File: src/hw/rtl/bmec_pkg.sv
`timescale 1ns / 1ps
// ----------------------------------------------------------------------------
// bmec_pkg
// Shared codes and fixed field widths of the 5x5 box-mean core.
// ----------------------------------------------------------------------------
package bmec_pkg;

   localparam int CHAN_W = 8;
   localparam int PIX_W  = 3 * CHAN_W;
   localparam int CSR_W  = 12;
   localparam int CSR_IDX_W = 2;

   localparam logic OP_PIXEL = 1'b0;
   localparam logic OP_DRAIN = 1'b1;

   localparam logic [CSR_IDX_W-1:0] CSR_IMAGE_WIDTH  = 2'd0;
   localparam logic [CSR_IDX_W-1:0] CSR_IMAGE_HEIGHT = 2'd1;

   localparam logic [CSR_W-1:0] RESET_WIDTH  = 12'd640;
   localparam logic [CSR_W-1:0] RESET_HEIGHT = 12'd480;

endpackage

File: src/hw/rtl/bmec_front.sv
`timescale 1ns / 1ps
// ----------------------------------------------------------------------------
// bmec_front
// Takes input transactions, stores pixels in the row store, tracks input and
// output positions and queues one job per due output pixel.
// ----------------------------------------------------------------------------
module bmec_front import bmec_pkg::*; #(
   parameter int MAX_WIDTH     = 2048,
   parameter int MAX_HEIGHT    = 2048,
   parameter int WINDOW_RADIUS = 2,
   localparam int CLW   = $clog2(MAX_WIDTH + 1),
   localparam int HW    = $clog2(MAX_HEIGHT + WINDOW_RADIUS + 2),
   localparam int DEPTH = (2 * WINDOW_RADIUS + 2) * MAX_WIDTH,
   localparam int AW    = $clog2(DEPTH),
   localparam int LAGW  = $clog2(WINDOW_RADIUS * MAX_WIDTH + WINDOW_RADIUS + 1),
   localparam int JW    = HW + CLW + AW + 1
) (
   input  logic              clock,
   input  logic              reset,
   input  logic              restart,
   input  logic [CLW-1:0]    width,
   input  logic [HW-1:0]     height,
   input  logic [LAGW-1:0]   lag,
   input  logic              req_valid,
   output logic              req_stall,
   input  logic              req_operation,
   input  logic [CHAN_W-1:0] req_pixel_red,
   input  logic [CHAN_W-1:0] req_pixel_green,
   input  logic [CHAN_W-1:0] req_pixel_blue,
   output logic              wr_en,
   output logic [AW-1:0]     wr_addr,
   output logic [PIX_W-1:0]  wr_data,
   output logic              job_push,
   output logic [JW-1:0]     job_data,
   input  logic              job_full,
   input  logic              drained
);

   logic [HW-1:0]   in_row_ff, in_row_in;
   logic [CLW-1:0]  in_col_ff, in_col_in;
   logic [AW-1:0]   in_addr_ff, in_addr_in;
   logic [LAGW-1:0] lag_cnt_ff, lag_cnt_in;
   logic [HW-1:0]   out_row_ff, out_row_in;
   logic [CLW-1:0]  out_col_ff, out_col_in;
   logic [AW-1:0]   out_addr_ff, out_addr_in;
   logic            flush_ff, flush_in;
   logic            accept;
   logic            due;
   logic            last;

   assign req_stall = job_full || flush_ff;
   assign accept    = req_valid && !req_stall;
   assign due       = (lag_cnt_ff >= lag);
   assign last      = (out_row_ff == height - 1'b1) && (out_col_ff == width - 1'b1);

   assign wr_en    = accept && (in_row_ff < height);
   assign wr_addr  = in_addr_ff;
   assign wr_data  = (req_operation == OP_DRAIN) ? '0
                   : {req_pixel_red, req_pixel_green, req_pixel_blue};
   assign job_push = accept && due;
   assign job_data = {out_row_ff, out_col_ff, out_addr_ff, last};

   always_comb begin
      in_row_in   = in_row_ff;
      in_col_in   = in_col_ff;
      in_addr_in  = in_addr_ff;
      lag_cnt_in  = lag_cnt_ff;
      out_row_in  = out_row_ff;
      out_col_in  = out_col_ff;
      out_addr_in = out_addr_ff;
      flush_in    = flush_ff;
      if (job_push && last) begin
         flush_in = 1'b1;
      end else if (drained) begin
         flush_in = 1'b0;
      end
      if (restart || (job_push && last)) begin
         in_row_in   = '0;
         in_col_in   = '0;
         in_addr_in  = '0;
         lag_cnt_in  = '0;
         out_row_in  = '0;
         out_col_in  = '0;
         out_addr_in = '0;
      end else if (accept) begin
         if ({1'b0, in_col_ff} + 1'b1 >= {1'b0, width}) begin
            in_col_in = '0;
            in_row_in = in_row_ff + 1'b1;
         end else begin
            in_col_in = in_col_ff + 1'b1;
         end
         in_addr_in = (in_addr_ff == AW'(DEPTH - 1)) ? '0 : in_addr_ff + 1'b1;
         if (!due) begin
            lag_cnt_in = lag_cnt_ff + 1'b1;
         end else begin
            if ({1'b0, out_col_ff} + 1'b1 >= {1'b0, width}) begin
               out_col_in = '0;
               out_row_in = out_row_ff + 1'b1;
            end else begin
               out_col_in = out_col_ff + 1'b1;
            end
            out_addr_in = (out_addr_ff == AW'(DEPTH - 1)) ? '0 : out_addr_ff + 1'b1;
         end
      end
   end

   always_ff @(posedge clock) begin
      if (reset) begin
         in_row_ff   <= '0;
         in_col_ff   <= '0;
         in_addr_ff  <= '0;
         lag_cnt_ff  <= '0;
         out_row_ff  <= '0;
         out_col_ff  <= '0;
         out_addr_ff <= '0;
         flush_ff    <= 1'b0;
      end else begin
         in_row_ff   <= in_row_in;
         in_col_ff   <= in_col_in;
         in_addr_ff  <= in_addr_in;
         lag_cnt_ff  <= lag_cnt_in;
         out_row_ff  <= out_row_in;
         out_col_ff  <= out_col_in;
         out_addr_ff <= out_addr_in;
         flush_ff    <= flush_in;
      end
   end

endmodule

File: config.mk
export PLATFORM = sky130hd
export DESIGN_NAME = bmec_front
export DESIGN_NICKNAME = d
export VERILOG_FILES = /design/src/hw/rtl/bmec_pkg.sv /design/src/hw/rtl/bmec_front.sv
export SDC_FILE = /design/constraint.sdc
export NUM_CORES = 1
export LEC_CHECK = 0
export BUFFER_PORTS_ARGS = -buffer_cell sky130_fd_sc_hd__buf_2
export CORE_MARGIN = 10
export CORE_UTILIZATION = 35
export CTS_CLUSTER_SIZE = 16
export DETAILED_ROUTE_END_ITERATION = 8
export PLACE_DENSITY = 0.55
export SLEW_MARGIN = 10
export SYNTH_ARGS = -nofsm -noshare
export SYNTH_HDL_FRONTEND = slang
export SYNTH_SLANG_ARGS = --single-unit
export TNS_END_PERCENT = 1
File: constraint.sdc
create_clock -name clock -period 5.6 [get_ports clock]
set_input_delay 0.56 -clock clock [delete_from_list [all_inputs] [get_ports clock]]
set_output_delay 0.56 -clock clock [all_outputs]
set_load 0.02 [all_outputs]
-- Word level (Yosys, flattened, before mapping)
Cells that the tools add are included.
- register bits: 90
- logic and storage cells: 49
- add/sub/neg operators: 11
- mux-type cells: 7
- bitwise operators: 1
- equality and inequality tests: 4
- $lt $le $gt $ge: 4
- reductions and logical operators: 14
- operator list (kind ; number):
    adder 12 x 1 -> 12 bit, second input constant ; 4
    adder 14 x 1 -> 14 bit, second input constant ; 2
    == test 14 bit, second input constant ; 2
    2-to-1 mux 14 bit ; 2
    adder 12 x 1 -> 13 bit, second input constant ; 2
    >= comparator 13 x 12 -> 1 bit ; 2
    == test 12 bit ; 2
    2-to-1 mux 12 bit ; 2
    2-to-1 mux 24 bit ; 1
    subtractor 12 x 1 -> 12 bit, second input constant ; 2
    adder 13 x 1 -> 13 bit, second input constant ; 1
    >= comparator 13 bit ; 1
    less-than comparator 12 bit ; 1
    AND reduction 2 bit ; 3
    logical AND 1 bit ; 5
    AND reduction 3 bit ; 1
    logical OR 1 bit ; 2
    2-to-1 mux 1 bit ; 2
    nonzero test 2 bit ; 1
    OR reduction 2 bit ; 1
    logical NOT 1 bit ; 1
    NOT 1 bit ; 1

-- Longest topological paths before layout
- depth after elaboration: 7
- gate-level depth with buffers: 16
- depth with buffers taken out: 13

-- Least setup slack after synthesis
OpenSTA, ideal clock, no wires.
- path kind: flip-flop to flip-flop
- start: reg out_col_ff[1]
- end: reg out_col_ff[0]
- library setup time: 0.078 ns
- arrival: 3.325 ns
- period minus slack after synthesis: 3.403 ns
- stages on the path, launching flop included: 14
- path slack: 2.197 ns
- buffers on the path: 0
- cells stage by stage: dfxtp_1 > ha_1 > nand3_1 > nor3_1 > nand2b_1 > nand2_1 > ha_1 > a211o_1 > a21oi_1 > a221oi_1 > a2111oi_2 > nand3_1 > mux2_2 > nor3_1
- longest elaborated chain between the ends: 5
- elaborated cells on any way between the ends: 8
- classes of those cells: add/sub: 1; order compare: 1; eq/ne: 1; mux: 1; reduce/logical: 4
- RTL lines (element ; RTL line ; text):
    from (decl) ; bmec_front.sv:44 ; logic [CLW-1:0] out_col_ff, out_col_in;
    from (signal assigned) ; bmec_front.sv:123 ; out_col_ff <= out_col_in;
    parallel branches: the longest is 5 deep, another holds adder 12 x 1 -> 13 bit ; n/a ;
Parallel ways; which one is timed is not known.
A chain may end at the register's enable or synchronous reset.

-- Worst setup path in the final report
Same ends and word-level chain as after synthesis.

==> summary by stage <==
Status
The run finished with clean final reports.

Cells and area
Leaving out fill and tap cells, the most frequent cell in the layout is buf_2. The utilization after layout is 0.4203. The number of antenna diodes in the final layout is 0. In the final layout, the share of cells above drive strength 1 is 0.1898.

The synthesis-to-layout area growth is 17.28%. The top cell types in the final layout, fill and taps aside, are buf_2, dfxtp_1, nor3_1. After the last flow step, the layout net total stands at 1080.

Synth
The most area-hungry cell type in the Yosys netlist is dfxtp_1. In the synthesized netlist the dominant register cell turns out to be dfxtp_1. The post-synth net total is 970. The number of synthesized flops with an enable pin is 0.

In the post-synthesis netlist, the biggest area contributors are dfxtp_1, ha_1, xnor2_1. The unique cell type count in the Yosys netlist is 65. The share of synthesized area occupied by flip-flops and latches is 0.2670. The number of register bits inferred by synthesis is 90. The average footprint of a synthesized cell is 7.985 µm². The share of synthesized area in the top cell type comes to 0.2670. In this run the cell area of the synthesized design comes to 0.006748 mm². Synthesis produced 845 cells. For this run, the number of Yosys warnings is 0. Counting flops with an async set or reset pin after synthesis yields a share of 0.

Floorplanning
The die is 158.9 µm wide. The starting density of the core is 0.3583. The core region is 0.01883 mm². The floorplan step defined a die boundary enclosing 0.02523 mm². The floorplan die height is 158.9 µm. The top-level I/O count is 148. In this run the core area contains 50 standard-cell rows.

Timing
The part of the cycle the worst path needs is 0.6809. The worst-case headroom to the max-slew limit is 0.2658. The final total negative setup slack is 0 ns. Setup repair after global routing left no endpoint under its margin.

For the pin with the worst max-slew slack, the measured transition is 1.101 ns. The final-report setup violation count is 0. The hold slack is 0.4641 ns. The worst path needs 3.813 ns of the cycle, external delays included. The max-slew violation total from the final report is 0.

The highest clock frequency the design can meet is 262.2 MHz. The final count of hold timing violations came to 0. Clock skew on the completed layout was measured at 0.007630 ns.

Critical path
The critical path in this run is classified as register to register. The slowest stage of the critical path belongs to the cell nor3_1. The endpoint kind of the worst setup timing path is a register.

Counting both buffers and inverters, the worst setup path holds a total of 1. For the worst setup path, the data required time is 5.87 ns. Traced cell by cell, the critical path runs through ha_1 -> nand3_1 -> nor3_1 -> nand2b_1 -> nand2_1 -> ha_1 -> a211o_1 -> a21oi_1 -> a221oi_1 -> a2111oi_2 -> buf_4 -> nand3_1 -> mux2_2 -> nor3_1. On the worst path, the slowest cell contributes a delay of 0.43 ns. The type of origin of the critical path is a register.

The maximum fanout along the worst path is 15. Data on the critical path arrives at its endpoint at 4.08 ns. The top cell family by delay on the critical path is simple AND/OR/NAND/NOR gates.

Route
The final wirelength is 20260 µm. The first-pass iteration count of the detailed router is 5. Using the TritonRoute via totals, the vias-per-cell ratio works out to 5.296. The detailed router finished its first iteration with 452 violations. The residual DRC count is 0. The count of nets left with antenna violations once routing finished came out at 0. The total via count after detailed routing is 6456. Dividing the detail-routed wire length by the instance count gives 16.62 µm.

Power and ir drop
VDD sags by at most 0.0001405 V. The cell leakage power is 3.390 nW. The total power draw is 1.381 mW. The areal power density over the cells is 174.4 mW/mm².

Global routing
The number of global-route vias before repair is 6249. The number of antenna violations at the first check in global routing came to 0. In the global route stage, overall resource usage came out at 0.1548. The global-route wire length before repair is 33290 µm. Summed over all layers, the global routing overflow is 0.

Entering global routing, the biggest net connects 90 pins.

Clock network
The number of buffers inserted for hold repair after clock tree synthesis is 0. CTS placed an instance of clkbuf_16 at the clock tree root. The post-cts gate resize count is 0. In this run the deepest clock path goes through 2 buffers. After clock tree synthesis, the setup repair step added 0 buffers. CTS built an H-tree with a depth of 3.

Counting the buffers created by CTS gives 9. The clock tree from TritonCTS is done. After clock tree synthesis, the clock-pin slew on the worst setup and hold paths is 0.07 ns.

At the later pin of the worst-skew pair, clock insertion delay measures 0.36 ns. The tree built by TritonCTS fans out to 90 sinks.

Place
In this run the tool buffered the top-level ports with 147 buffer cells. The HPWL after detailed placement is 14900 µm. The global placer's final weighted congestion is 0.8640.

Min path
The min-delay analysis places its worst path in the category primary input to register.

Run
Across the run, the number of max-cap violations was 0.
stage by stage:
step	setup slack [ns]	cells	cell area, µm²
global route	1.369	1219	7914
detailed placement	1.509	1204	7644
CTS	1.791	1219	7914
finish	1.787	1219	7914
floorplan	2.197	845	6748
global placement	1.463	1204	7644
state kept, by name (all words and copies together), names as in the netlist:
signal       flops
lag_cnt_ff      13
in_col_ff       12
wr_addr         14
out_row_ff      12
flush_ff         1
out_addr_ff     14
out_col_ff      12
in_row_ff       12
routing by layer:
| layer | vias to the layer above | share of wire | global-route usage |
|---|---|---|---|
| li1 | 3270 | - | - |
| met1 | 2969 | 0.49 | 0.2106 |
| met2 | 198 | 0.43 | 0.2386 |
| met3 | 19 | 0.059 | 0.04028 |
| met4 | 0 | 0.012 | 0.03623 |
| met5 | - | 0 | 0 |
cell families (layout without fill, tap and decap cells):
family	after synthesis	count (layout)	share of synthesized area
and+or+nand+nor	361	361	0.2802
AOI/OAI and AO/OA	130	130	0.1459
DFF	90	90	0.2670
adders and majority gates	57	57	0.1057
xor gates and xnor gates	100	100	0.1298
muxes	10	10	0.01521
buffers and inverters	97	211	0.05618
synth_stat cells (4+ instances only):
library cell and instances:
inv_1 45, a21oi_1 18, clkbuf_1 42, o221a_2 5, a211oi_1 28, buf_2 6, a21o_1 6, nand2_1 69
xnor2_1 63, nand3_1 40, o21ai_0 11, and4_1 4, dfxtp_1 90, nor2b_1 31, a31oi_1 5, nor2_1 32
o21bai_1 4, nand2b_1 10, xor2_1 37, o31ai_1 5, or3_1 4, nor3_1 89, nand4_1 23, ha_1 57
mux2i_1 8, nor3b_1 4, nor4_1 19, and2_1 10, and3_1 15
layout make-up:
cell class              count  area, µm²
repair buffers            151      778.2
clock buffers              10      229.0
flip-flops and latches     90       1802
multi-input cells         658       4569
inverters                  45      168.9
clock inverters             5      41.29
fillers                  1963      10920
well taps                 260      325.3
report_power, final:
group          internal, mW  switching, mW  total, mW
sequential            0.640        0.00140      0.642
clock                 0.303          0.279      0.581
combinational        0.0602         0.0971      0.157
worst register-to-register path, stage by stage (launching register included):
cell	delay, ns
dfxtp_1	0.41
ha_1	0.26
nand3_1	0.21
nor3_1	0.43
nand2b_1	0.18
nand2_1	0.06
ha_1	0.30
a211o_1	0.30
a21oi_1	0.12
a221oi_1	0.10
a2111oi_2	0.22
buf_4	0.27
nand3_1	0.34
mux2_2	0.40
nor3_1	0.12
final timing paths:
kind | from | endpoint | slack [ns] | depth (start not counted)
worst max-delay path | out_col_ff[1] | out_col_ff[0] | 1.79 | 14
worst min-delay path | reset | flush_ff | 0.46 | 2
worst max register to register | out_col_ff[1] | out_col_ff[0] | 1.79 | 14
worst min register to register | in_col_ff[1] | in_col_ff[1] | 0.49 | 2
Power figures use the tool's default switching activity.
