## src/hw/rtl/bmec_pkg.sv

```systemverilog
`timescale 1ns / 1ps
// ----------------------------------------------------------------------------
// bmec_pkg
// Shared codes and fixed field widths of the 5x5 box-mean core.
// ----------------------------------------------------------------------------
package bmec_pkg;

   localparam int CHAN_W = 8;
   localparam int PIX_W  = 3 * CHAN_W;
   localparam int CSR_W  = 12;
   localparam int CSR_IDX_W = 2;

   localparam logic OP_PIXEL = 1'b0;
   localparam logic OP_DRAIN = 1'b1;

   localparam logic [CSR_IDX_W-1:0] CSR_IMAGE_WIDTH  = 2'd0;
   localparam logic [CSR_IDX_W-1:0] CSR_IMAGE_HEIGHT = 2'd1;

   localparam logic [CSR_W-1:0] RESET_WIDTH  = 12'd640;
   localparam logic [CSR_W-1:0] RESET_HEIGHT = 12'd480;

endpackage

```

## src/hw/rtl/bmec_back.sv

```systemverilog
`timescale 1ns / 1ps
// ----------------------------------------------------------------------------
// bmec_back
// Walks the window of one queued job through the row store, sums the inside
// neighbours, divides by their count one quotient bit a cycle and holds the
// result for the output channel.
// ----------------------------------------------------------------------------
module bmec_back import bmec_pkg::*; #(
   parameter int MAX_WIDTH     = 2048,
   parameter int MAX_HEIGHT    = 2048,
   parameter int WINDOW_RADIUS = 2,
   localparam int CLW   = $clog2(MAX_WIDTH + 1),
   localparam int HW    = $clog2(MAX_HEIGHT + WINDOW_RADIUS + 2),
   localparam int DEPTH = (2 * WINDOW_RADIUS + 2) * MAX_WIDTH,
   localparam int AW    = $clog2(DEPTH),
   localparam int LAGW  = $clog2(WINDOW_RADIUS * MAX_WIDTH + WINDOW_RADIUS + 1),
   localparam int JW    = HW + CLW + AW + 1,
   localparam int TAPS  = (2 * WINDOW_RADIUS + 1) * (2 * WINDOW_RADIUS + 1),
   localparam int CNTW  = $clog2(TAPS + 1),
   localparam int SW    = $clog2(TAPS * 255 + 1),
   localparam int RW    = $clog2(WINDOW_RADIUS + 1) + 1,
   localparam int XW    = HW + 2,
   localparam int YW    = CLW + 2
) (
   input  logic              clock,
   input  logic              reset,
   input  logic [CLW-1:0]    width,
   input  logic [HW-1:0]     height,
   input  logic [LAGW-1:0]   lag,
   input  logic              job_empty,
   input  logic [JW-1:0]     job_data,
   output logic              job_pop,
   output logic              idle,
   output logic [AW-1:0]     rd_addr,
   input  logic [PIX_W-1:0]  rd_data,
   output logic              rsp_valid,
   input  logic              rsp_stall,
   output logic [CHAN_W-1:0] rsp_mean_red,
   output logic [CHAN_W-1:0] rsp_mean_green,
   output logic [CHAN_W-1:0] rsp_mean_blue,
   output logic              rsp_frame_last
);

   typedef enum logic [2:0] {
      B_IDLE,
      B_READ,
      B_FIN,
      B_DIV,
      B_OUT
   } state_type;

   state_type            state_ff, state_in;
   logic [HW-1:0]        row_ff, row_in;
   logic [CLW-1:0]       col_ff, col_in;
   logic                 last_ff, last_in;
   logic signed [RW-1:0] dr_ff, dr_in;
   logic signed [RW-1:0] dc_ff, dc_in;
   logic [AW-1:0]        addr_ff, addr_in;
   logic                 pend_ff, pend_in;
   logic [SW-1:0]        sum_r_ff, sum_r_in;
   logic [SW-1:0]        sum_g_ff, sum_g_in;
   logic [SW-1:0]        sum_b_ff, sum_b_in;
   logic [CNTW-1:0]      cnt_ff, cnt_in;
   logic [2:0]           bit_ff, bit_in;
   logic [CHAN_W-1:0]    q_r_ff, q_r_in;
   logic [CHAN_W-1:0]    q_g_ff, q_g_in;
   logic [CHAN_W-1:0]    q_b_ff, q_b_in;
   logic                 rsp_valid_ff, rsp_valid_in;
   logic [CHAN_W-1:0]    rsp_r_ff, rsp_r_in;
   logic [CHAN_W-1:0]    rsp_g_ff, rsp_g_in;
   logic [CHAN_W-1:0]    rsp_b_ff, rsp_b_in;
   logic                 rsp_last_ff, rsp_last_in;

   logic [HW-1:0]        j_row;
   logic [CLW-1:0]       j_col;
   logic [AW-1:0]        j_addr;
   logic                 j_last;
   logic [AW:0]          base_sum;
   logic [AW:0]          step_a;
   logic [AW:0]          step_b;
   logic [AW:0]          step_one;
   logic signed [XW-1:0] xs;
   logic signed [YW-1:0] ys;
   logic                 in_frame;
   logic [SW-1:0]        dvs;

   assign {j_row, j_col, j_addr, j_last} = job_data;

   assign xs = $signed({2'b00, row_ff}) + XW'(dr_ff);
   assign ys = $signed({2'b00, col_ff}) + YW'(dc_ff);
   assign in_frame = (xs >= 0) && (xs < $signed({2'b00, height}))
                  && (ys >= 0) && (ys < $signed({2'b00, width}));

   assign dvs = SW'(cnt_ff) << bit_ff;

   always_comb begin
      if ({1'b0, j_addr} >= (AW+1)'(lag)) begin
         base_sum = {1'b0, j_addr} - (AW+1)'(lag);
      end else begin
         base_sum = {1'b0, j_addr} + (AW+1)'(DEPTH) - (AW+1)'(lag);
      end
      step_one = {1'b0, addr_ff} + 1'b1;
      if (step_one >= (AW+1)'(DEPTH)) begin
         step_one = step_one - (AW+1)'(DEPTH);
      end
      step_a = {1'b0, addr_ff} + (AW+1)'(width);
      if (step_a >= (AW+1)'(DEPTH)) begin
         step_a = step_a - (AW+1)'(DEPTH);
      end
      if (step_a >= (AW+1)'(2 * WINDOW_RADIUS)) begin
         step_b = step_a - (AW+1)'(2 * WINDOW_RADIUS);
      end else begin
         step_b = step_a + (AW+1)'(DEPTH) - (AW+1)'(2 * WINDOW_RADIUS);
      end
   end

   always_comb begin
      state_in     = state_ff;
      row_in       = row_ff;
      col_in       = col_ff;
      last_in      = last_ff;
      dr_in        = dr_ff;
      dc_in        = dc_ff;
      addr_in      = addr_ff;
      pend_in      = 1'b0;
      sum_r_in     = sum_r_ff;
      sum_g_in     = sum_g_ff;
      sum_b_in     = sum_b_ff;
      cnt_in       = cnt_ff;
      bit_in       = bit_ff;
      q_r_in       = q_r_ff;
      q_g_in       = q_g_ff;
      q_b_in       = q_b_ff;
      rsp_valid_in = rsp_valid_ff && rsp_stall;
      rsp_r_in     = rsp_r_ff;
      rsp_g_in     = rsp_g_ff;
      rsp_b_in     = rsp_b_ff;
      rsp_last_in  = rsp_last_ff;
      job_pop      = 1'b0;

      if (pend_ff) begin
         sum_r_in = sum_r_ff + SW'(rd_data[3*CHAN_W-1:2*CHAN_W]);
         sum_g_in = sum_g_ff + SW'(rd_data[2*CHAN_W-1:CHAN_W]);
         sum_b_in = sum_b_ff + SW'(rd_data[CHAN_W-1:0]);
         cnt_in   = cnt_ff + 1'b1;
      end

      case (state_ff)
         B_IDLE: begin
            if (!job_empty) begin
               job_pop  = 1'b1;
               row_in   = j_row;
               col_in   = j_col;
               last_in  = j_last;
               dr_in    = -RW'(WINDOW_RADIUS);
               dc_in    = -RW'(WINDOW_RADIUS);
               addr_in  = base_sum[AW-1:0];
               sum_r_in = '0;
               sum_g_in = '0;
               sum_b_in = '0;
               cnt_in   = '0;
               state_in = B_READ;
            end
         end
         B_READ: begin
            pend_in = in_frame;
            if (dc_ff == RW'(WINDOW_RADIUS)) begin
               dc_in   = -RW'(WINDOW_RADIUS);
               dr_in   = dr_ff + 1'b1;
               addr_in = step_b[AW-1:0];
               if (dr_ff == RW'(WINDOW_RADIUS)) begin
                  state_in = B_FIN;
               end
            end else begin
               dc_in   = dc_ff + 1'b1;
               addr_in = step_one[AW-1:0];
            end
         end
         B_FIN: begin
            bit_in   = 3'd7;
            q_r_in   = '0;
            q_g_in   = '0;
            q_b_in   = '0;
            state_in = B_DIV;
         end
         B_DIV: begin
            if (sum_r_ff >= dvs) begin
               sum_r_in = sum_r_ff - dvs;
               q_r_in[bit_ff] = 1'b1;
            end
            if (sum_g_ff >= dvs) begin
               sum_g_in = sum_g_ff - dvs;
               q_g_in[bit_ff] = 1'b1;
            end
            if (sum_b_ff >= dvs) begin
               sum_b_in = sum_b_ff - dvs;
               q_b_in[bit_ff] = 1'b1;
            end
            bit_in = bit_ff - 1'b1;
            if (bit_ff == 3'd0) begin
               state_in = B_OUT;
            end
         end
         B_OUT: begin
            if (!rsp_valid_ff || !rsp_stall) begin
               rsp_valid_in = 1'b1;
               rsp_r_in     = q_r_ff;
               rsp_g_in     = q_g_ff;
               rsp_b_in     = q_b_ff;
               rsp_last_in  = last_ff;
               state_in     = B_IDLE;
            end
         end
         default: begin
            state_in = B_IDLE;
         end
      endcase
   end

   always_ff @(posedge clock) begin
      if (reset) begin
         state_ff     <= B_IDLE;
         pend_ff      <= 1'b0;
         rsp_valid_ff <= 1'b0;
      end else begin
         state_ff     <= state_in;
         pend_ff      <= pend_in;
         rsp_valid_ff <= rsp_valid_in;
      end
      row_ff      <= row_in;
      col_ff      <= col_in;
      last_ff     <= last_in;
      dr_ff       <= dr_in;
      dc_ff       <= dc_in;
      addr_ff     <= addr_in;
      sum_r_ff    <= sum_r_in;
      sum_g_ff    <= sum_g_in;
      sum_b_ff    <= sum_b_in;
      cnt_ff      <= cnt_in;
      bit_ff      <= bit_in;
      q_r_ff      <= q_r_in;
      q_g_ff      <= q_g_in;
      q_b_ff      <= q_b_in;
      rsp_r_ff    <= rsp_r_in;
      rsp_g_ff    <= rsp_g_in;
      rsp_b_ff    <= rsp_b_in;
      rsp_last_ff <= rsp_last_in;
   end

   assign idle           = (state_ff == B_IDLE);
   assign rd_addr        = addr_ff;
   assign rsp_valid      = rsp_valid_ff;
   assign rsp_mean_red   = rsp_r_ff;
   assign rsp_mean_green = rsp_g_ff;
   assign rsp_mean_blue  = rsp_b_ff;
   assign rsp_frame_last = rsp_last_ff;

endmodule

```

## config.mk

```make
export PLATFORM = sky130hd
export DESIGN_NAME = bmec_back
export DESIGN_NICKNAME = d
export VERILOG_FILES = /design/src/hw/rtl/bmec_pkg.sv /design/src/hw/rtl/bmec_back.sv
export SDC_FILE = /design/constraint.sdc
export NUM_CORES = 1
export LEC_CHECK = 0
export ABC_AREA = 0
export BUFFER_PORTS_ARGS = -buffer_cell sky130_fd_sc_hd__buf_2
export CAP_MARGIN = 10
export CORE_MARGIN = 5
export CORE_UTILIZATION = 40
export DETAILED_ROUTE_END_ITERATION = 10
export GPL_TIMING_DRIVEN = 0
export PLACE_DENSITY = 0.63
export SLEW_MARGIN = 20
export SYNTH_ARGS = -nofsm -noshare
export SYNTH_HDL_FRONTEND = slang
export SYNTH_SLANG_ARGS = --single-unit
export TNS_END_PERCENT = 30
```

## constraint.sdc

```tcl
create_clock -name clock -period 9.66 [get_ports clock]
set_input_delay 1.932 -clock clock [delete_from_list [all_inputs] [get_ports clock]]
set_output_delay 1.932 -clock clock [all_outputs]
set_load 0.01 [all_outputs]
```

* Word level (Yosys, flattened, before mapping) *
Cells that the tools add are included.

cells by class
  reductions and logical operators = 21
  equal/unequal tests = 14
  bitwise logic cells = 5
  shifts and indexed selects = 1
  divide/modulo/power cells = 0
  magnitude comparators = 13
  multiplexer cells = 46
  $mul = 0
  add/sub/neg operators = 22

operators with widths
  operator                                                             number
  two-way mux 13 bit                                                   9
  case mux 13 bit (2 select lines)                                     3
  two-way mux 14 bit                                                   5
  case mux 8 bit (2 select lines)                                      3
  adder 13 x 8 -> 13 bit                                               3
  greater-or-equal comparator 13 bit                                   3
  subtractor 13 bit                                                    3
  greater-or-equal comparator 15 x 14 -> 1 bit, second input constant  2
  adder 13 x 3 -> 14 bit                                               2
  adder 14 bit, second input constant                                  2
  greater-or-equal comparator 14 x 1 -> 1 bit, second input constant   2
  < comparator 14 x 13 -> 1 bit                                        2
  case mux 14 bit (2 select lines)                                     1
  subtractor 14 x 13 -> 14 bit                                         2
  subtractor 14 x 3 -> 14 bit, second input constant                   2
  two-way mux 3 bit                                                    8
  two-way mux 8 bit                                                    3
  bitwise OR 8 bit                                                     3
  case mux 3 bit (2 select lines)                                      3
  != test 2 bit, second input constant                                 8
  adder 14 x 1 -> 15 bit, second input constant                        1
  adder 14 x 12 -> 15 bit                                              1
  greater-or-equal comparator 15 x 3 -> 1 bit, second input constant   1
  two-way mux 15 bit                                                   1
  26 further kinds                                                     49

word-level totals
  memories = 0
  register bits = 146
  logic and storage cells = 143
  input port bits = 104
  output and inout port bits = 42
  bits in latches = 0
  memory bits (writable) = 0
  bits in read-only memories = 0

* Longest topological paths before layout *
  depth in word-level cells = 8
  mapped depth = 17
  gate-level depth less buffers = 17

* Least setup slack after synthesis *
No wires, ideal clock.

  path type = input to output
  from = input port job_empty
  to = output port job_pop
  stages on the path = 4
  data required time = 7.728 ns
  arrival time = 3.266 ns
  buffers on the path = 1
  slack = 4.462 ns
  cells stage by stage = inv_1 > nand2_1 > clkinv_1 > buf_1

between the ends
  cells in the longest elaborated chain, start to end = 2

ends and longest elaborated chain
  item               line              RTL
  from (decl)        bmec_back.sv:30   input logic job_empty,
  two-way mux 1 bit  bmec_back.sv:150  if (!job_empty) begin
  two-way mux 1 bit  bmec_back.sv:148  case (state_ff)
  to (decl)          bmec_back.sv:32   output logic job_pop,

Every way passes these cells.

* Worst setup path after layout *
Same ends and word-level chain as after synthesis.

==> results.md <==
- Achievable frequency: 177.2 MHz
- Crit path max fanout: 31
- Die Height: 189.4 microns
- Final hold vios: 0
- Register area share after synthesis: around 30%
- Main synth FF type: edfxtp_1
- Hold-fix buffers, CTS: 0
- Setup_tns: 0 ns
- Crit-path max cell delay: 0.52 ns
- Worst skew pair latency: 0.43 ns
- # DRC: 0
- Final Max Slew Viols: 0
- Clk sinks: 146
- CP bufs+invs: 6
- Post-synth ARST share: 0%
- Final nets: about 1,900
- HP Class: reg2reg
- Area Overhead vs Synth: 14.78%
- Wire per inst: 16.64 microns
- Die area: 35,860 sq um
- CP max-delay cell: clkinv_1
- Antenna viol nets, final: 0
- Number of port buffers: approximately 150
- Root Buffer: clkbuf_16
- FF-to-FF setup slack: 4.33 ns
- Initial Util: 40.68%
- Initial antenna violation count: 3
- Setup crit end kind: output pin
- Final min period: 5.644 ns
- Slew Limit Headroom: between 20 and 30%
- Yosys Warn Count: 0
- First-iteration detailed-routing DRC count: 728
- Worst endpoint required time: 7.73 ns
- P_leak: around 6.4 nW
- Largest net degree at the start of global routing: 32
- Status: complete, no violations
- Max Cap Viol: 0
- Worst setup path class: in2out
- CTS buffer count: 17
- Total grt overflow: 0
- VDD IR max: roughly 0.00014 V
- Startpoint Class: primary input
- DPL Wire Length: between 20,000 and 30,000 microns
- Post-synth EDFFs: 97
- Num ports: 146
- Mapped Area: 12,870 sq um
- CP top delay family: buffers and inverters
- Critical Path, Cell by Cell: buf_2 > inv_1 > nand2_1 > clkinv_1 > buf_2 > buf_12 > buf_2
- Power Density: 222.7 nW/um^2
- Share of layout cells above drive strength 1: 12.50%
- Most frequent cells in the layout: 160 x ha_1, 148 x buf_2, 136 x nor2_1
- Global-route usage over all layers: a little under a fifth
- RSZ-0062 raised after global routing: false
- Clk slew on worst S/H paths: roughly 0.070 ns
- Worst-Margin Slew: 1.052 ns
- Vias in the first global route: 10,462
- Post-Synthesis Cells: 1,453
- Worst path most repeated cell: buf_2
- Detailed-route wire length: 33,900 microns
- Syn_area_per_cell: 8.857 sq um
- Htree depth: 4
- Setup Skew: 0.01538 ns
- # resized after CTS: 0
- Pre-antenna DRT Iters: 5
- Std-Cell Rows: 65
- Gp weighted congestion: 0.9000
- Core area: 31,640 sq um
- Post-CTS Setup Bufs: 0
- Worst EP arrival: 3.71 ns
- Final setup fails: 0
- First-pass GRT wire length: 53,880 microns
- Vias post-DR: 11,047
- Most common cell after layout, fill and taps aside: ha_1
- Vias per Instance: 5.423
- Unique masters post-synth: 75
- Max Root-Sink Buffers: 2
- Period utilization: 58.42%
- Die X: 189.4 microns
- CTS tree: yes
- Syn_nets: 1,739
- Tot Pwr: 0.003290 W
- Flops & latches, synth: 146
where the power goes:
| part | internal, W | total, W | switching [W] |
|---|---|---|---|
| Sequential | 0.000786 | 0.000899 | 0.000114 |
| Clock | 0.000351 | 0.000670 | 0.000318 |
| Combinational | 0.000747 | 0.00172 | 0.000974 |
worst paths after layout:
path	from	end	cells past startpoint
worst max-delay path	job_empty	job_pop	7
worst min-delay path	q_b_ff[7]	rsp_mean_blue[7]	0
worst max register to register	bit_ff[0]	q_g_ff[7]	16
worst min register to register	q_b_ff[7]	rsp_mean_blue[7]	0
cell usage after synthesis, drive strengths merged (18+ instances only):
cell type | n | share of area (%)
nand2b | 22 | 1.1
fa | 22 | 3.4
a21o | 36 | 2.1
nor2 | 136 | 4.0
nand4 | 20 | 0.97
xnor2 | 87 | 5.9
nand3 | 26 | 1.1
ha | 160 | 16
inv | 130 | 3.8
nand2 | 87 | 2.5
mux2i | 36 | 2.8
dfxtp | 49 | 7.6
xor2 | 38 | 2.6
nor2b | 18 | 0.88
edfxtp | 97 | 23
nor3 | 42 | 1.6
o21ai | 80 | 3.1
clkbuf | 24 | 0.70
o21bai | 22 | 1.3
a21oi | 118 | 4.6
routing by layer:
metal | wire [microns] | track usage, % | up-vias
li1 | - | - | 5580
met1 | 16510 | 26.63 | 5095
met2 | 14360 | 28.08 | 320
met3 | 2412 | 4.259 | 46
met4 | 578 | 4.508 | 6
met5 | 41 | 0 | -
area by class of cell:
cell class / instances / area (sq um)
repair buffers: 147 / 773.2
diodes: 3 / 7.507
clock inverters: 15 / 180.2
fillers: 3071 / 16870
plain buffers: 35 / 135.1
multi-input cells: 1139 / 8353
well taps: 402 / 503.0
inverters: 133 / 499.2
flip-flops and latches: 146 / 3894
clock buffers: 17 / 425.4
worst reg2reg max path, cell delays in order, from the launching register on:
cell	delay (ns)
edfxtp_1	0.42
clkbuf_1	0.38
mux2i_1	0.13
nor2_1	0.15
nand2_1	0.36
ha_1	0.45
nor2b_1	0.15
o21ai_1	0.10
a21boi_0	0.19
o21ai_1	0.11
a21oi_1	0.29
o2111a_1	0.29
o311a_1	0.29
nand2b_1	0.23
buf_1	0.57
inv_1	0.11
a21oi_1	0.74
sequential cells by signal (all words and copies together), names as in the netlist, 12 cells and up:
name and cells:
row_ff 12, col_ff 12, sum_g_ff 13, sum_b_ff 13
sum_r_ff 13, rd_addr 14
logic make-up after synthesis:
logic type | count (synthesis) | share of synthesized area (%)
flip-flops | 146 | 30.26
AND/OR/NAND/NOR | 413 | 15.36
AO/OA/AOI/OAI | 377 | 18.65
adder cells (fa/ha/maj) | 182 | 18.98
multiplexers | 42 | 3.325
buffers and inverters | 168 | 4.920
XOR/XNOR | 125 | 8.508
per-stage QoR:
stage / hold WS, ns / worst slack (ns) / cell area (sq um) / util (%) / cells
global route: 0.4592 / 3.840 / 14760 / 46.66 / 2034
global placement: 0.4253 / 2.893 / 14100 / 44.56 / 2000
floorplan: 0.4003 / 4.462 / 12870 / - / 1453
detailed placement: 0.4225 / 3.738 / 14160 / 44.75 / 2002
finish: 0.4416 / 4.016 / 14770 / 46.69 / 2037
CTS: 0.4472 / 4.027 / 14760 / 46.66 / 2034
(Power assumes the default switching activity.)
