## src/hw/rtl/bmec_fifo.sv

```systemverilog
`timescale 1ns / 1ps
// ----------------------------------------------------------------------------
// bmec_fifo
// Small job queue between the front and back parts.
// ----------------------------------------------------------------------------
module bmec_fifo #(
   parameter int WIDTH = 32,
   parameter int DEPTH = 2
) (
   input  logic             clock,
   input  logic             reset,
   input  logic             push,
   input  logic [WIDTH-1:0] push_data,
   input  logic             pop,
   output logic [WIDTH-1:0] pop_data,
   output logic             full,
   output logic             empty
);

   localparam int PW = (DEPTH > 1) ? $clog2(DEPTH) : 1;

   logic [WIDTH-1:0] slot_ff [DEPTH];
   logic [PW-1:0]    wr_ptr_ff, wr_ptr_in;
   logic [PW-1:0]    rd_ptr_ff, rd_ptr_in;
   logic [PW:0]      count_ff, count_in;

   always_comb begin
      wr_ptr_in = wr_ptr_ff;
      rd_ptr_in = rd_ptr_ff;
      count_in  = count_ff;
      if (push) begin
         wr_ptr_in = (wr_ptr_ff == PW'(DEPTH - 1)) ? '0 : wr_ptr_ff + 1'b1;
      end
      if (pop) begin
         rd_ptr_in = (rd_ptr_ff == PW'(DEPTH - 1)) ? '0 : rd_ptr_ff + 1'b1;
      end
      if (push && !pop) begin
         count_in = count_ff + 1'b1;
      end else if (pop && !push) begin
         count_in = count_ff - 1'b1;
      end
   end

   always_ff @(posedge clock) begin
      if (reset) begin
         wr_ptr_ff <= '0;
         rd_ptr_ff <= '0;
         count_ff  <= '0;
      end else begin
         wr_ptr_ff <= wr_ptr_in;
         rd_ptr_ff <= rd_ptr_in;
         count_ff  <= count_in;
      end
      if (push) begin
         slot_ff[wr_ptr_ff] <= push_data;
      end
   end

   assign pop_data = slot_ff[rd_ptr_ff];
   assign full     = (count_ff == (PW+1)'(DEPTH));
   assign empty    = (count_ff == '0);

endmodule

```

## config.mk

```make
export PLATFORM = sky130hd
export DESIGN_NAME = bmec_fifo
export DESIGN_NICKNAME = d
export VERILOG_FILES = /design/src/hw/rtl/bmec_fifo.sv
export SDC_FILE = /design/constraint.sdc
export NUM_CORES = 1
export LEC_CHECK = 0
export BUFFER_PORTS_ARGS = -buffer_cell sky130_fd_sc_hd__buf_2
export CORE_UTILIZATION = 35
export CTS_CLUSTER_SIZE = 14
export DETAILED_ROUTE_END_ITERATION = 8
export SETUP_SLACK_MARGIN = 0.05
export SYNTH_ARGS = -nofsm -noshare
export SYNTH_HDL_FRONTEND = slang
export SYNTH_SLANG_ARGS = --single-unit
```

## constraint.sdc

```tcl
create_clock -name clock -period 4 [get_ports clock]
set_clock_uncertainty 0.2 [all_clocks]
set_input_delay 0.2 -clock clock [delete_from_list [all_inputs] [get_ports clock]]
set_output_delay 0.2 -clock clock [all_outputs]
set_load 0.05 [all_outputs]
```

== After elaboration in Yosys (flattened, before gate mapping) ==
Memories as Yosys holds them, arrays and structs flattened. A register that Yosys moved wholly into a read port is not among the register bits.
Index checks and enable logic that the tools add are counted.
Storage, ports and cells
  register bits after elaboration: 4
  bits in latches: 0
  bits in writable memories: 64
  ROM bits: 0
  word-level logic and storage cells: 23
  memories kept: 1
Operators by class
  $add $sub $neg: 4
  multipliers: 0
  div/mod/pow operators: 0
  order comparisons: 0
  equality and inequality tests: 1
  shift-type cells: 0
  mux-type cells: 8
  bitwise gates (word level): 0
  reduce and logical (&&, ||, !) cells: 6
Memories
  slot_ff: depth 2, width 32, rd ports 1, clocked after Yosys merged registers in 1, wr ports 1, line 22  | logic [WIDTH-1:0] slot_ff [DEPTH];
Operator list (number)
  two-way mux 1 bit: 6
  two-way mux 2 bit: 2
  adder 1 bit (second input constant): 2
  adder 2 x 1 -> 2 bit (second input constant): 1
  == test 2 bit (second input constant): 1
  logical AND 1 bit: 2
  zero test 1 bit: 2
  zero test 2 bit: 1
  nonzero test 2 bit: 1
  subtractor 2 x 1 -> 2 bit (second input constant): 1

== Logic depth before layout (Yosys ltp) ==
Gate-level depths: netlist of the first run.
  word-level depth: 4
  mapped depth: 5

== Least setup slack after synthesis of the first run ==
No wires, ideal clock.
  path type: flip-flop to flip-flop
  start point: reg wr_ptr_ff
  end point: mem slot_ff[0][0] (enable)
  arrival time: 1.768 ns
  required time: 3.375 ns
  setup slack: 1.608 ns
  stages on the path, launching flop included: 2
  path buffers: 0
  clock period less this slack: 2.392 ns
  path through: dfxtp_1 nor2b_1
RTL lines
  start: declaration: line 23  | logic [PW-1:0] wr_ptr_ff, wr_ptr_in;
  start signal: assignment: line 50  | wr_ptr_ff <= wr_ptr_in;
  end: declaration: line 22
No word-level cell before the write port.

==> metrics.csv, run 1 <==
metric;value;unit
CTS Buf Count;9;
RSZ-0062 raised after global routing;no;
top cell type's share of synthesized area;0.763;
ant diodes;0;
Final #Nets;272;
R2R depth;2;
total number of vias;1433;
H-tree depth;3;
yosys warns;0;
met3 usage;0.0305;
# rows;30;
status;complete, no violations;
GRT met2 Usage;0.212;
met1 Use GR;0.144;
first-pass GRT wire length;6790;microns
GRT Util Overall;0.126;
share of cells above drive strength 1;0.483;
Setup Buffers After CTS;0;
number of global-route vias before repair;1435;
vias per cell;4.26;
placed instance count;285;
GRT busiest layer;met2;
Post-DRT Antenna Nets;0;
Die Y-Extent;86.8;microns
first-iteration detailed-routing DRC count;59;
post-route setup slack;1490;ps
Layout area overhead;40.4;%
Clock Sinks;69;
peak supply drop;0.000300;V
pin count of the biggest net entering global routing;33;
min cycle time layout;2510;ps
Pre-antenna DRT Iters;4;
Core Box Area;6870;sq um
Setup-failing EPs final;0;
clk slew on worst S/H paths;70;ps
worst rel slew slack;0.347;
leading area contributor after synthesis;edfxtp_1;
leading cell type in the layout, fill and taps excluded;buf_2;
GR Overflow Total;0;
Max Root-Sink Buffers;2;
top post-synthesis cells by area;edfxtp_1 76%, mux2_2 13%, dfxtp_1 4.0%;
fin cells;336;
TNS Setup;0;ps
leakage power;1.36;nW
Startpoint Class;flop;
crit end category;output port;
routed length per instance;13.3;microns
DRC;0;
pre-CTS WS;1810;ps
DIE WIDTH;86.8;microns
die area;7540;sq um
register area share after synthesis;0.803;
critical setup path kind;flop to output port;
Worst Max-Slew Pin Slew;978;ps
Initial Util;0.366;
Netlist Area Pre-Place;2520;sq um
gpl congestion;0.662;
clock latency on the worst-skew pair;320;ps
Yosys reg bits;69;
Power per Cell Area;499;nW/um^2
synth unique cells;17;
port buffer count;69;
post-detailed-routing wire length;4470;microns
root buffer cell;clkbuf_8;
final hold vios;0;
Synth Instances;122;
CP arrival;2110;ps
Hold Path End;count_ff[0]$_SDFFE_PP0P_;
Worst Hold Class;primary input to flop;
CP Max Fanout;17;
reg-to-reg endpoint;slot_ff[1][17]$_DFFE_PP_;
num ports;70;
post-DP HPWL;2710;microns
most frequent cells in the layout;69 x buf_2, 64 x edfxtp_1, 35 x dlygate4sd3_1;
register-to-register setup slack;2120;ps
max cap viols;0;
Slew Viols, Final;0;
CTS tree;yes;
fmax;399;MHz
HP Start;push;
RR Startpoint;wr_ptr_ff$_SDFFE_PP0P_;
syn_nets;159;
period utilisation layout;0.627;
WP data required;3600;ps
Worst Hold Depth;4;
initial antenna violation count;0;
Avg Cell Area, Syn;20.6;sq um
==> layer usage <==
layer	part of all wire	routed length (microns)
met4	0.021	96
met2	0.52	2320
met5	0	0
met3	0.029	128
met1	0.43	1930
==> flip-flops by register name, indices dropped and copies added (netlist names), named ones only <==
register / flops
slot_ff: 64
count_ff: 2
rd_ptr_ff: 1
wr_ptr_ff: 1
==> stage by stage <==
step,util,cell area (sq um),power [mW],hold WS (ps)
after global routing,0.514,3530,1.83,236
final,0.514,3530,1.76,160
after detailed placement,0.434,2980,1.17,193
after global placement,0.434,2980,1.16,190
after CTS,0.514,3530,1.78,145
after floorplan,-,2520,1.09,69.1
==> critical path, stage by stage, from the launching register on <==
cell	delay (ps)
dfxtp_1	790
buf_4	390
mux2_2	380
buf_2	210
==> kinds of logic after synthesis <==
group,after synthesis,synth area share
mux,32,0.143
compound gates,2,0.00397
xor+xnor,4,0.0139
buf+inv,5,0.0124
simple gates,9,0.0184
fa+ha+maj,1,0.00497
flops,69,0.803
==> synth_stat cells <==
cell type and count:
mux2_1 2, and2b_2 1, o21ai_0 1, dfxtp_1 5, edfxtp_1 64, buf_4 3, nor2b_1 1, clkbuf_2 1
xor2_1 2, nor2_1 5, inv_1 1, mux2_2 30, a21oi_1 1, ha_1 1, and2_1 1, or3_1 1
xnor2_1 2
==> final cells by class <==
class	instances	area [sq um]
flip-flops and latches	69	2020
well taps	96	120
clock inverters	6	77.6
clock buffers	10	128
multi-input cells	48	472
repair buffers	106	711
fillers	598	3340
inverters	1	3.75
==> where the power goes <==
group	internal, mW	leakage, nW	switching [mW]
Sequential	0.840	0.642	0.0187
Clock	0.345	0.105	0.242
Combinational	0.107	0.608	0.210
==> what timing repair did <==
| action | in CTS | in global routing |
|---|---|---|
| hold endpoints to repair | 69 | 0 |
| setup endpoints to repair | 0 | 0 |
| hold buffers | 35 | 0 |
| resized for setup | 0 | 0 |
==> worst max-delay path by stage <==
stage               slack (ps)  cells past startpoint                 endpoint                    from
global placement          1840                      3             pop_data[30]                    flop
finish                    1490                      3             pop_data[30]                    flop
CTS                       1450                      3              pop_data[5]                    flop
detailed placement        1810                      3              pop_data[5]                    flop
global route              1370                      3             pop_data[30]                    flop
floorplan                 1610                      1  slot_ff[0][0]$_DFFE_PP_  wr_ptr_ff$_SDFFE_PP0P_
Power figures use the tool's default switching activity.
==> inputs of run 2 (changes only) <==
Clock period 4 ns to 2.24 ns, I/O delays scaled along.
==> metrics.csv, run 2 (same netlist as run 1, synthesis figures left out) <==
metric;value;unit;change
period utilisation layout;0.823;;
CTS Buf Count;9;;unchanged
first-iteration detailed-routing DRC count;64;;+8.5%
gpl congestion;0.675;;+2.0%
Die Y-Extent;86.8;microns;unchanged
Hold Buf Count CTS;35;;unchanged
CP Max Fanout;20;;+3
Met3 Wirelength;277;microns;+120%
Crit-path slowest cell;mux2_2;;
vias per cell;4.28;;+0.36%
fmax;542;MHz;
max incr delay on CP;380;ps;-410 ps
post-DP HPWL;2690;microns;-0.62%
largest registers;slot_ff (64), count_ff (2);;
post-detailed-routing wire length;4330;microns;-3.1%
min cycle time layout;1840;ps;
DIE WIDTH;86.8;microns;unchanged
peak supply drop;0.000495;V;+65%
Biggest register;slot_ff;;
num ports;70;;unchanged
# rows;30;;unchanged
die area;7540;sq um;unchanged
status;complete, no violations;;
initial antenna violation count;0;;unchanged
H-tree depth;3;;unchanged
number of global-route vias before repair;1444;;+0.63%
TNS Setup;0;ps;unchanged
Core Box Area;6870;sq um;unchanged
worst hold margin;295;ps;+135 ps
max layer used;met4;;
GR Overflow Total;0;;unchanged
met2 wire length;2190;microns;-5.6%
Tot Pwr;3.05;mW;+73%
port buffer count;69;;unchanged
root buffer cell;clkbuf_8;;
leakage power;1.36;nW;+0.24%
crit end category;output port;;
GRT Util Overall;0.124;;-0.00142
Layout area overhead;41.2;%;
Worst Max-Slew Pin Slew;412;ps;-566 ps
first-pass GRT wire length;6590;microns;-2.9%
RSZ-0062 raised after global routing;no;;
max FFs per register;64;;unchanged
routed length per instance;12.8;microns;-4.0%
ant diodes;0;;unchanged
fin cells;339;;+0.89%
critical setup path kind;flop to output port;;
CTS resizes;0;;unchanged
Final #Nets;275;;+1.1%
Pre-antenna DRT Iters;2;;-2
max cap viols;0;;unchanged
Worst Hold Class;primary input to flop;;
Power per Cell Area;859;nW/um^2;+72%
WP data required;1930;ps;-1670 ps
Startpoint Class;flop;;
Clock Sinks;69;;unchanged
final hold vios;0;;unchanged
worst rel slew slack;0.725;;+0.378
share of cells above drive strength 1;0.494;;+0.0105
CP arrival;1530;ps;-580 ps
Max Root-Sink Buffers;2;;unchanged
CTS tree;yes;;
most frequent cells in the layout;69 x buf_2, 64 x edfxtp_1, 35 x dlygate4sd3_1;;
total number of vias;1451;;+1.3%
Initial Util;0.366;;unchanged
pin count of the biggest net entering global routing;22;;-33%
DRC;0;;unchanged
Post-DRT Antenna Nets;0;;unchanged
clk slew on worst S/H paths;70;ps;about the same
Slew Viols, Final;0;;unchanged
Setup Buffers After CTS;0;;unchanged
leading cell type in the layout, fill and taps excluded;buf_2;;
Setup-failing EPs final;0;;unchanged
sequence of cells on the critical path;buf_4, mux2_2, buf_2;;
met1 wire length;1820;microns;-5.3%
clock latency on the worst-skew pair;330;ps;about the same
placed instance count;288;;+1.1%
==> run 2: worst max-delay path: cells and delay by family (launching register included) <==
kind / cells / cell delay [ps]
multiplexers: 1 / 380
buffers and inverters: 2 / 490
flip-flops: 1 / 330
==> run 2: metal layers <==
| layer | GRT usage | vias up |
|---|---|---|
| met2 | 0.210 | 46 |
| met1 | 0.130 | 698 |
| met5 | 0 | - |
| met3 | 0.0638 | 5 |
| li1 | - | 702 |
| met4 | 0.0500 | 0 |
==> run 2: stage by stage <==
step,setup WS (ps),instance area (sq um),util
3_3_place_gp,739,3010,0.439
5_1_grt,291,3550,0.517
4_1_cts,352,3550,0.517
2_1_floorplan,453,2520,-
6_report,395,3550,0.517
3_5_place_dp,739,3010,0.439
==> run 2: cell type report <==
type                            count  area [sq um]
Multi-Input combinational cell     48           472
Timing Repair Buffer              109           746
Tap cell                           96           120
Sequential cell                    69          2020
Clock buffer                        9           124
Fill cell                         608          3320
Clock inverter                      7          66.3
Inverter                            1          3.75
==> run 2: where the power goes <==
part	internal (mW)	switching, mW	total (mW)
clock network	0.505	0.442	0.947
logic	0.199	0.385	0.584
registers	1.50	0.0237	1.52
total	2.20	0.850	3.05
==> run 2: path summary, 6_finish.rpt <==
path / depth (start not counted) / to / slack, ps / start
hold reg to reg: 2 / count_ff[1]$_SDFFE_PP0P_ / 300 / count_ff[1]$_SDFFE_PP0P_
setup / recovery: 3 / pop_data[15] / 400 / flop
setup reg to reg: 2 / slot_ff[0][20]$_DFFE_PP_ / 780 / wr_ptr_ff$_SDFFE_PP0P_
hold / removal: 2 / slot_ff[0][3]$_DFFE_PP_ / 300 / push_data[3]
==> inputs of run 3 (changes only) <==
Clock period 2.24 ns to 1.75 ns, I/O delays scaled along.
==> metrics.csv, run 3 (same netlist as run 1, synthesis figures left out) <==
metric;value;unit;change
status;complete, no violations;;
RR Startpoint;wr_ptr_ff$_SDFFE_PP0P_;;
max FFs per register;64;;unchanged
Core Box Area;6870;sq um;unchanged
post-route setup slack;43.9;ps;-352 ps
peak supply drop;0.000485;V;-1.9%
Layout area overhead;56.6;%;
# rows;30;;unchanged
period utilisation layout;0.975;;
root buffer cell;clkbuf_8;;
fmax;586;MHz;
largest registers;slot_ff (64), count_ff (2);;
Clock Sinks;69;;unchanged
Slew Viols, Final;0;;unchanged
Max Root-Sink Buffers;2;;unchanged
die area;7540;sq um;unchanged
Setup-failing EPs final;0;;unchanged
critical setup path kind;flop to output port;;
min cycle time layout;1710;ps;
Hold Path End;count_ff[0]$_SDFFE_PP0P_;;
first-iteration detailed-routing DRC count;63;;-1.6%
register-to-register setup slack;300;ps;-480 ps
port buffer count;69;;unchanged
CP most frequent cell;buf_8;;
final hold vios;0;;unchanged
initial antenna violation count;0;;unchanged
max incr delay on CP;410;ps;+30 ps
clock latency on the worst-skew pair;320;ps;about the same
reg-to-reg endpoint;wr_ptr_ff$_SDFFE_PP0P_;;
CTS tree;yes;;
leading cell type in the layout, fill and taps excluded;edfxtp_1;;
CP bufs+invs;2;;unchanged
most frequent cells in the layout;64 x edfxtp_1, 37 x buf_2, 35 x dlygate4sd3_1;;
Power per Cell Area;1020;nW/um^2;+19%
leakage power;1.53;nW;+13%
pin count of the biggest net entering global routing;22;;unchanged
Setup Buffers After CTS;0;;unchanged
CTS Buf Count;9;;unchanged
DRC;0;;unchanged
Biggest register;slot_ff;;
share of cells above drive strength 1;0.518;;+0.0245
total number of vias;1464;;+0.90%
gpl congestion;0.627;;-7.1%
Post-DRT Antenna Nets;0;;unchanged
vias per cell;4.29;;+0.30%
HP Start;push;;
Crit-path slowest cell;dfxtp_4;;
Pre-antenna DRT Iters;3;;+1
max cap viols;0;;unchanged
Die Y-Extent;86.8;microns;unchanged
Startpoint Class;flop;;
GRT Util Overall;0.151;;+0.0270
post-detailed-routing wire length;5140;microns;+19%
ant diodes;0;;unchanged
Initial Util;0.366;;unchanged
sequence of cells on the critical path;buf_8, mux2_2, buf_8;;
CP Max Fanout;10;;-50%
Worst Max-Slew Pin Slew;302;ps;-111 ps
worst rel slew slack;0.799;;+0.0743
H-tree depth;3;;unchanged
first-pass GRT wire length;8040;microns;+22%
clk slew on worst S/H paths;70;ps;about the same
Worst Hold Depth;4;;+2
GR Overflow Total;0;;unchanged
Final #Nets;277;;+0.73%
Worst Hold Class;primary input to flop;;
WP data required;1460;ps;-470 ps
Crit path max-delay family;flip-flops;;
routed length per instance;15.1;microns;+18%
pre-CTS WS;330;ps;-410 ps
R2R depth;3;;+1
crit end category;output port;;
RSZ-0062 raised after global routing;yes;;
worst hold margin;43.1;ps;-252 ps
DIE WIDTH;86.8;microns;unchanged
CP arrival;1420;ps;-110 ps
num ports;70;;unchanged
post-DP HPWL;2770;microns;+3.0%
number of global-route vias before repair;1642;;+14%
run 3: where the power goes:
| group | switching, mW | internal [mW] | total [mW] |
|---|---|---|---|
| sequential | 0.0389 | 1.92 | 1.96 |
| combinational | 0.543 | 0.457 | 1.00 |
| clock | 0.568 | 0.503 | 1.07 |
| total | 1.15 | 2.88 | 4.03 |
run 3: worst max path at each step:
stage / end / slack [ps] / cells past startpoint
2_1_floorplan: slot_ff[0][0]$_DFFE_PP_ / -40 / 1
3_3_place_gp: pop_data[2] / 340 / 3
3_5_place_dp: pop_data[2] / 330 / 3
4_1_cts: pop_data[11] / 20 / 3
5_1_grt: pop_data[10] / -10 / 3
6_report: pop_data[18] / 40 / 3
run 3: cell type report:
class	instances	area, sq um
Inverter	1	3.75
Sequential cell	69	2030
Fill cell	561	2930
Tap cell	96	120
Clock inverter	7	42.5
Clock buffer	9	124
Timing Repair Buffer	111	1100
Multi-Input combinational cell	48	522
run 3: metrics by stage:
stage	instances	instance area [sq um]	setup TNS (ps)	utilization	power, mW
final	341	3940	0	0.574	4.03
after floorplan	122	2520	-1200	-	2.50
after detailed placement	289	3020	0	0.440	2.69
after CTS	341	3930	0	0.572	4.07
after global routing	341	3940	-98.7	0.574	4.20
after global placement	289	3020	0	0.440	2.68
run 3: routing by layer:
metal  global-route usage  vias to the layer above  part of all wire
met1                0.164                      703              0.40
met5                    0                        -                 0
met4               0.0758                        0             0.016
li1                     -                      706                 -
met3               0.0457                        6             0.050
met2                0.267                       49              0.54
run 3: worst reg2reg max path, delay by kind of cell, from the launching register on:
family,cells,cell delay (ps)
AND/OR/NAND/NOR,1,50
flip-flops,1,400
XOR/XNOR,1,140
buffers and inverters,1,540
run 3: what timing repair did:
item,4_1_cts,5_1_grt
gates cloned,1,0
pin swaps,0,0
endpoints found under the setup margin,32,32
endpoints found under the hold margin,69,0
resized for setup,109,4
hold buffers,35,0
